File: config.mk
export PLATFORM = sky130hd
export DESIGN_NAME = sklt_ctrl
export DESIGN_NICKNAME = d
export VERILOG_FILES = /design/src/rtl/core/sklt_pkg.sv /design/src/rtl/core/sklt_ctrl.sv
export SDC_FILE = /design/constraint.sdc
export NUM_CORES = 1
export LEC_CHECK = 0
export ABC_AREA = 1
export BUFFER_PORTS_ARGS = -buffer_cell sky130_fd_sc_hd__buf_2
export CORE_MARGIN = 5
export CORE_UTILIZATION = 30
export CTS_CLUSTER_SIZE = 16
export DETAILED_ROUTE_END_ITERATION = 6
export PLACE_DENSITY = 0.65
export SLEW_MARGIN = 30
export SYNTH_ARGS = -nofsm -noshare
export SYNTH_HDL_FRONTEND = slang
export SYNTH_SLANG_ARGS = --single-unit
export TNS_END_PERCENT = 50
File: constraint.sdc
create_clock -name i_clk -period 1.1 [get_ports i_clk]
set_input_delay 0.22 -clock i_clk [delete_from_list [all_inputs] [get_ports i_clk]]
set_output_delay 0.22 -clock i_clk [all_outputs]
set_load 0.005 [all_outputs]
File: src/rtl/core/sklt_pkg.sv
// Shared types and constants for the sorted keyed line table.
// Holds the channel payload structs, the command and status codes and the
// control and status bundles between the controller and the datapath.
`timescale 1ns / 1ps

package sklt_pkg;

    // Fixed field widths of the two channels.
    localparam int CMD_W     = 3;
    localparam int KEY_W     = 16;
    localparam int HANDLE_W  = 32;
    localparam int POS_W     = 8;
    localparam int STATUS_W  = 2;
    localparam int INDEX_W   = 9;
    localparam int FILL_W    = 9;
    localparam int PAYLOAD_MAX_W = 64;

    // Defaults of the top-level parameters.
    localparam int DEF_TABLE_DEPTH  = 256;
    localparam int DEF_PAYLOAD_BITS = 32;

    // Command codes.
    localparam logic [CMD_W-1:0] CMD_STORE  = 3'd0;
    localparam logic [CMD_W-1:0] CMD_DELETE = 3'd1;
    localparam logic [CMD_W-1:0] CMD_FIND   = 3'd2;
    localparam logic [CMD_W-1:0] CMD_READ   = 3'd3;
    localparam logic [CMD_W-1:0] CMD_CLEAR  = 3'd4;

    // Result status codes.
    localparam logic [STATUS_W-1:0] STATUS_OK      = 2'd0;
    localparam logic [STATUS_W-1:0] STATUS_FULL    = 2'd1;
    localparam logic [STATUS_W-1:0] STATUS_MISSING = 2'd2;

    typedef struct packed {
        logic [CMD_W-1:0]    command;
        logic [KEY_W-1:0]    line_number;
        logic [HANDLE_W-1:0] text_handle;
        logic [POS_W-1:0]    position;
    } t_in_item;

    typedef struct packed {
        logic [STATUS_W-1:0] status;
        logic [INDEX_W-1:0]  entry_index;
        logic [KEY_W-1:0]    entry_key;
        logic [HANDLE_W-1:0] entry_payload;
        logic [FILL_W-1:0]   fill_level;
    } t_out_item;

    // Source of the table read address.
    typedef enum logic [1:0] {
        RD_MID,
        RD_LO,
        RD_POS,
        RD_SHIFT
    } t_rd_sel;

    // Which result the datapath captures.
    typedef enum logic [2:0] {
        RES_ZERO,
        RES_MISS,
        RES_FULL,
        RES_HIT,
        RES_STORED,
        RES_POS
    } t_res_kind;

    // Commands from the controller to the datapath.
    typedef struct packed {
        logic      load_item;
        logic      search_init;
        logic      search_step;
        logic      rd_en;
        t_rd_sel   rd_sel;
        logic      wr_new;
        logic      wr_shift;
        logic      shift_init_up;
        logic      shift_init_down;
        logic      count_inc;
        logic      count_dec;
        logic      count_clr;
        logic      res_load;
        t_res_kind res_kind;
        logic      out_load;
    } t_sklt_ctl;

    // Status from the datapath to the controller.
    typedef struct packed {
        logic [CMD_W-1:0] command;
        logic             search_more;
        logic             hit;
        logic             full;
        logic             pos_ok;
        logic             shift_more;
        logic             out_busy;
    } t_sklt_sts;

endpackage

File: src/rtl/core/sklt_ctrl.sv
// Controller of the sorted keyed line table: sequences search, probe,
// shift and result transfer for one command at a time.
// Depends on sklt_pkg for the control and status bundles and command codes.
`timescale 1ns / 1ps

module sklt_ctrl (
    input  logic                i_clk,
    input  logic                i_rst_n,
    input  logic                i_in_valid,
    output logic                o_in_ready,
    input  sklt_pkg::t_sklt_sts i_sts,
    output sklt_pkg::t_sklt_ctl o_ctl
);

    typedef enum logic [3:0] {
        S_IDLE,
        S_DECODE,
        S_SEARCH,
        S_COMPARE,
        S_PROBE,
        S_CHECK,
        S_POS,
        S_SHIFT,
        S_MOVE,
        S_DONE
    } t_state;

    t_state r_state;
    t_state n_state;

    // State register.
    always_ff @(posedge i_clk) begin
        if (!i_rst_n) begin
            r_state <= S_IDLE;
        end else begin
            r_state <= n_state;
        end
    end

    assign o_in_ready = (r_state == S_IDLE);

    // Next state and datapath commands.
    always_comb begin
        n_state = r_state;
        o_ctl   = '0;
        case (r_state)
            S_IDLE: begin
                if (i_in_valid) begin
                    o_ctl.load_item = 1'b1;
                    n_state         = S_DECODE;
                end
            end
            S_DECODE: begin
                case (i_sts.command)
                    sklt_pkg::CMD_STORE, sklt_pkg::CMD_DELETE, sklt_pkg::CMD_FIND: begin
                        o_ctl.search_init = 1'b1;
                        n_state           = S_SEARCH;
                    end
                    sklt_pkg::CMD_READ: begin
                        if (i_sts.pos_ok) begin
                            o_ctl.rd_en  = 1'b1;
                            o_ctl.rd_sel = sklt_pkg::RD_POS;
                            n_state      = S_POS;
                        end else begin
                            o_ctl.res_load = 1'b1;
                            o_ctl.res_kind = sklt_pkg::RES_MISS;
                            n_state        = S_DONE;
                        end
                    end
                    sklt_pkg::CMD_CLEAR: begin
                        o_ctl.count_clr = 1'b1;
                        o_ctl.res_load  = 1'b1;
                        o_ctl.res_kind  = sklt_pkg::RES_ZERO;
                        n_state         = S_DONE;
                    end
                    default: begin
                        o_ctl.res_load = 1'b1;
                        o_ctl.res_kind = sklt_pkg::RES_ZERO;
                        n_state        = S_DONE;
                    end
                endcase
            end
            // One binary search step: read the middle entry, then narrow.
            S_SEARCH: begin
                if (i_sts.search_more) begin
                    o_ctl.rd_en  = 1'b1;
                    o_ctl.rd_sel = sklt_pkg::RD_MID;
                    n_state      = S_COMPARE;
                end else begin
                    n_state = S_PROBE;
                end
            end
            S_COMPARE: begin
                o_ctl.search_step = 1'b1;
                n_state           = S_SEARCH;
            end
            // Read the entry at the found position to test for a match.
            S_PROBE: begin
                o_ctl.rd_en  = 1'b1;
                o_ctl.rd_sel = sklt_pkg::RD_LO;
                n_state      = S_CHECK;
            end
            S_CHECK: begin
                o_ctl.res_load = 1'b1;
                n_state        = S_DONE;
                case (i_sts.command)
                    sklt_pkg::CMD_STORE: begin
                        if (i_sts.hit) begin
                            o_ctl.wr_new   = 1'b1;
                            o_ctl.res_kind = sklt_pkg::RES_STORED;
                        end else if (!i_sts.full) begin
                            o_ctl.res_kind      = sklt_pkg::RES_STORED;
                            o_ctl.shift_init_up = 1'b1;
                            n_state             = S_SHIFT;
                        end else begin
                            o_ctl.res_kind = sklt_pkg::RES_FULL;
                        end
                    end
                    sklt_pkg::CMD_DELETE: begin
                        if (i_sts.hit) begin
                            o_ctl.res_kind        = sklt_pkg::RES_HIT;
                            o_ctl.shift_init_down = 1'b1;
                            n_state               = S_SHIFT;
                        end else begin
                            o_ctl.res_kind = sklt_pkg::RES_MISS;
                        end
                    end
                    default: begin
                        o_ctl.res_kind = i_sts.hit ? sklt_pkg::RES_HIT : sklt_pkg::RES_MISS;
                    end
                endcase
            end
            S_POS: begin
                o_ctl.res_load = 1'b1;
                o_ctl.res_kind = sklt_pkg::RES_POS;
                n_state        = S_DONE;
            end
            // Move one entry per pass through S_SHIFT and S_MOVE; finish the edit when none is left.
            S_SHIFT: begin
                if (i_sts.shift_more) begin
                    o_ctl.rd_en  = 1'b1;
                    o_ctl.rd_sel = sklt_pkg::RD_SHIFT;
                    n_state      = S_MOVE;
                end else begin
                    if (i_sts.command == sklt_pkg::CMD_STORE) begin
                        o_ctl.wr_new    = 1'b1;
                        o_ctl.count_inc = 1'b1;
                    end else begin
                        o_ctl.count_dec = 1'b1;
                    end
                    n_state = S_DONE;
                end
            end
            S_MOVE: begin
                o_ctl.wr_shift = 1'b1;
                n_state        = S_SHIFT;
            end
            // Hand the result over once the output register is free.
            S_DONE: begin
                if (!i_sts.out_busy) begin
                    o_ctl.out_load = 1'b1;
                    n_state        = S_IDLE;
                end
            end
            default: begin
                n_state = S_IDLE;
            end
        endcase
    end

endmodule

# Word-level counts from Yosys, hierarchy flattened
# Index checks and enable logic that the tools add are counted.
[totals]
reg_bits = 4
in_bits = 12
[classes]
n_eq_ne = 15
mux = 46
reduce_logical = 4
[ops]
columns = ["operator", "count"]
rows = [
  ["$pmux 4 s10", 1],
  ["$mux 4", 7],
  ["$mux 3", 8],
  ["$pmux 4 s2", 3],
  ["$mux 1", 20],
  ["$eq 4x3->1 const B", 4],
  ["$pmux 3 s4", 1],
  ["$pmux 4 s3", 1],
  ["$eq 4x2->1 const B", 2],
  ["$eq 4x4->1 const B", 2],
  ["$mux 2", 4],
  ["$eq 3x2->1 const B", 2],
  ["$eq 4x1->1 const B", 1],
  ["$logic_not 4->1", 1],
  ["$ne 2x2->1 const B", 2],
  ["$eq 3x1->1 const B", 1],
  ["$eq 3x3->1 const B", 1],
  ["$logic_not 3->1", 1],
  ["$reduce_or 3->1", 1],
  ["$pmux 1 s2", 1],
  ["$reduce_and 2->1", 1],
]

# Depth between registers and ports, before layout
[depth]
depth_word = 4
ltp_mapped = 8

# Worst setup path before layout
# OpenSTA, ideal clock, no wires.
[synth_timing]
path_type = "register to output"
from = "register r_state[2]"
to = "output o_ctl[1] in the netlist's numbering"
arrival_ns = 1.009
setup_slack_ns = -0.129
stages_incl_launch_ff = 6
path_buffers = 0
cell_sequence = "dfxtp_1 nor2_2 inv_1 nor2_4 inv_2 o311ai_1"
[synth_rtl]
columns = ["element", "line_no", "rtl"]
rows = [
  ["start: declaration", "sklt_ctrl.sv:28", "t_state r_state;"],
  ["start signal: assignment", "sklt_ctrl.sv:36", "r_state <= n_state;"],
  ["end: declaration", "sklt_ctrl.sv:12", "output sklt_pkg::t_sklt_ctl o_ctl"],
]

==> qor.csv <==
metric,value,unit
outcome,finished with violations,
violations,negative setup slack,
crit_type,reg2out,
fmax,0.633,GHz
tightest_slew,0.251,ns
seq_area_frac_synth,15.1,%
core_area,1710,sq um
die_y,52.1,um
cp-start-kind,register,
path_clk_slew,0.04,ns
worstHoldPathType,in2reg,
grt_pass1_wl,2860,um
cp-end-kind,output pin,
route.detailed.drc,0,
hold_path_end,r_state[3],
ir_worst_vdd,1.61,mV
netlist_area,531,sq um
final_nets,162,
grt_usage,14.0,%
hold_slack,0.184,ns
drive_gt1_share,57.4,%
fillers,157,
ios,31,
initial_core_util,31.1,%
reg2regPathDepth,9,
required,0.88,ns
fin_ws,-0.480,ns
wl,1900,um
postSynthCellCount,96,
drt-wirelength-per-cell,11.0,um
p_leak,0.583,nW
drv_cap,0,
final_cells,173,
yosys_warnings,0,
root_buffer,clkbuf_4,
drtPass1Iterations,4,
cts.sinks,4,
rows,15,
place.gp.congestion,0.801,
r2r_start,r_state[2],
final_antenna_net_count,0,
synth_seq_cells,4,
clk_latency,0.23,ns
tns,-7.42,ns
grt_pass1_vias,714,
cts_tree,built,
reg2reg_slack,-0.17,ns
cts_inserted_buffers,3,
max_slew_margin,83.2,%
slew_viol_final,0,
drt-initial-drc-count,5,
fin_crit,1.58,ns
period_share,144,%
synth_cell_types,22,
mostFrequentLayoutCell,buf_2,
post-dp-hpwl,1570,um
cp.arrival,1.36,ns
top_register,r_state,
placedCellCount,168,
cts_buffer_depth,2,
dieWidth,52.1,um
avgSynthCellArea,5.53,sq um
dieArea,2710,sq um
layout_common_cells,"buf_2, nand2_1, inv_1",
htree_levels,1,
antenna_cells,0,
grt_overflow,0,
cts_hold_buf,0,
viasPerCell,4.48,
grt_start_max_net_pins,7,
setup_viol,23,
reg_top3,r_state: 4 flops,
grt_antenna_before_repair,0,
syn-num-nets,108,
area_growth,88.4,%
min_delay_path_depth,3,
p_per_area,1880,nW/um^2
hold_violations,0,
clock_skew,0.00183,ns
largest_reg_flops,4,
vias,775,
rsz0062_at_grt,true,
r2r_end,r_state[3],
portBuffers,30,
path_max_fanout,6,
hold_start,i_rst_n,
-- cells in the mapped netlist --
master	n	area [sq um]
nand2_1	23	86.3
inv_1	18	67.6
nor2_1	14	52.6
a21oi_1	5	25.0
dfxtp_1	4	80.1
inv_2	4	15.0
nand3_1	4	20.0
nand4_1	3	18.8
nor2_2	3	18.8
nor2_4	3	33.8
nand2_2	2	12.5
nor4_1	2	12.5
o21ai_0	2	10.0
a211oi_1	1	7.51
a21oi_2	1	8.76
a31o_2	1	8.76
nand3_2	1	10.0
nor3_1	1	5.00
nor4_2	1	12.5
o21ai_2	1	8.76
o21bai_1	1	7.51
o311ai_1	1	8.76
-- how the worst max path moves through the flow --
stage | from | endpoint | slack, ns
floorplan | r_state[3] | o_ctl[1] | -0.09
global placement | i_sts[8] | o_ctl[3] | -0.22
detailed placement | i_sts[8] | o_ctl[3] | -0.28
CTS | r_state[2] | o_ctl[1] | -0.44
global route | r_state[2] | o_ctl[14] | -0.56
finish | r_state[2] | o_ctl[1] | -0.48
-- per-layer routing --
| metal | GRT usage (%) | routed length, um | share of wire, % | vias up |
|---|---|---|---|---|
| li1 | - | - | - | 411 |
| met1 | 15.1 | 797 | 42 | 341 |
| met2 | 27.0 | 1020 | 54 | 21 |
| met3 | 1.72 | 73 | 3.8 | 2 |
| met4 | 5.24 | 8 | 0.42 | 0 |
| met5 | 0 | 0 | 0 | - |
-- worst max-delay path, stage by stage, from the launching register on --
cell and delay, ns:
dfxtp_2 0.35, inv_2 0.06, nor2_4 0.24, nand2_1 0.12
buf_6 0.14, o311ai_2 0.06, buf_2 0.16
-- report_power, final --
group | switching (mW) | internal, mW
clock network | 0.0584 | 0.122
registers | 0.104 | 0.226
logic | 0.723 | 0.642
-- per-stage QoR --
stage               area, sq um  power (mW)  worst slack (ns)  util, %
floorplan                   543       0.891           -0.0908        -
global placement            852        1.42            -0.219     49.9
detailed placement          852        1.44            -0.276     49.9
CTS                         948        1.77            -0.437     55.5
global route               1000        2.04            -0.555     58.5
finish                     1000        1.88            -0.480     58.5
-- timing repair --
item	4_1_cts	5_1_grt
pin swaps	6	8
gates resized for setup	17	10
setup endpoints to repair	23	23
buffers inserted	1	1
-- final cells by class --
type,instances,area (sq um),area share (%)
multi-input combinational,70,453,45.3
timing repair buffer,49,315,31.5
sequential,4,90.1,9.01
inverter,22,87.6,8.76
tap,25,31.3,3.13
clock buffer,3,22.5,2.25
-- kinds of logic (layout without fill, tap and decap cells) --
group / Yosys count / count (layout) / share of synthesized area [%]
DFF: 4 / 4 / 15.1
buffers and inverters: 22 / 74 / 15.6
and+or+nand+nor: 57 / 57 / 53.3
AOI/OAI and AO/OA: 13 / 13 / 16.0
Power figures use the tool's default switching activity.
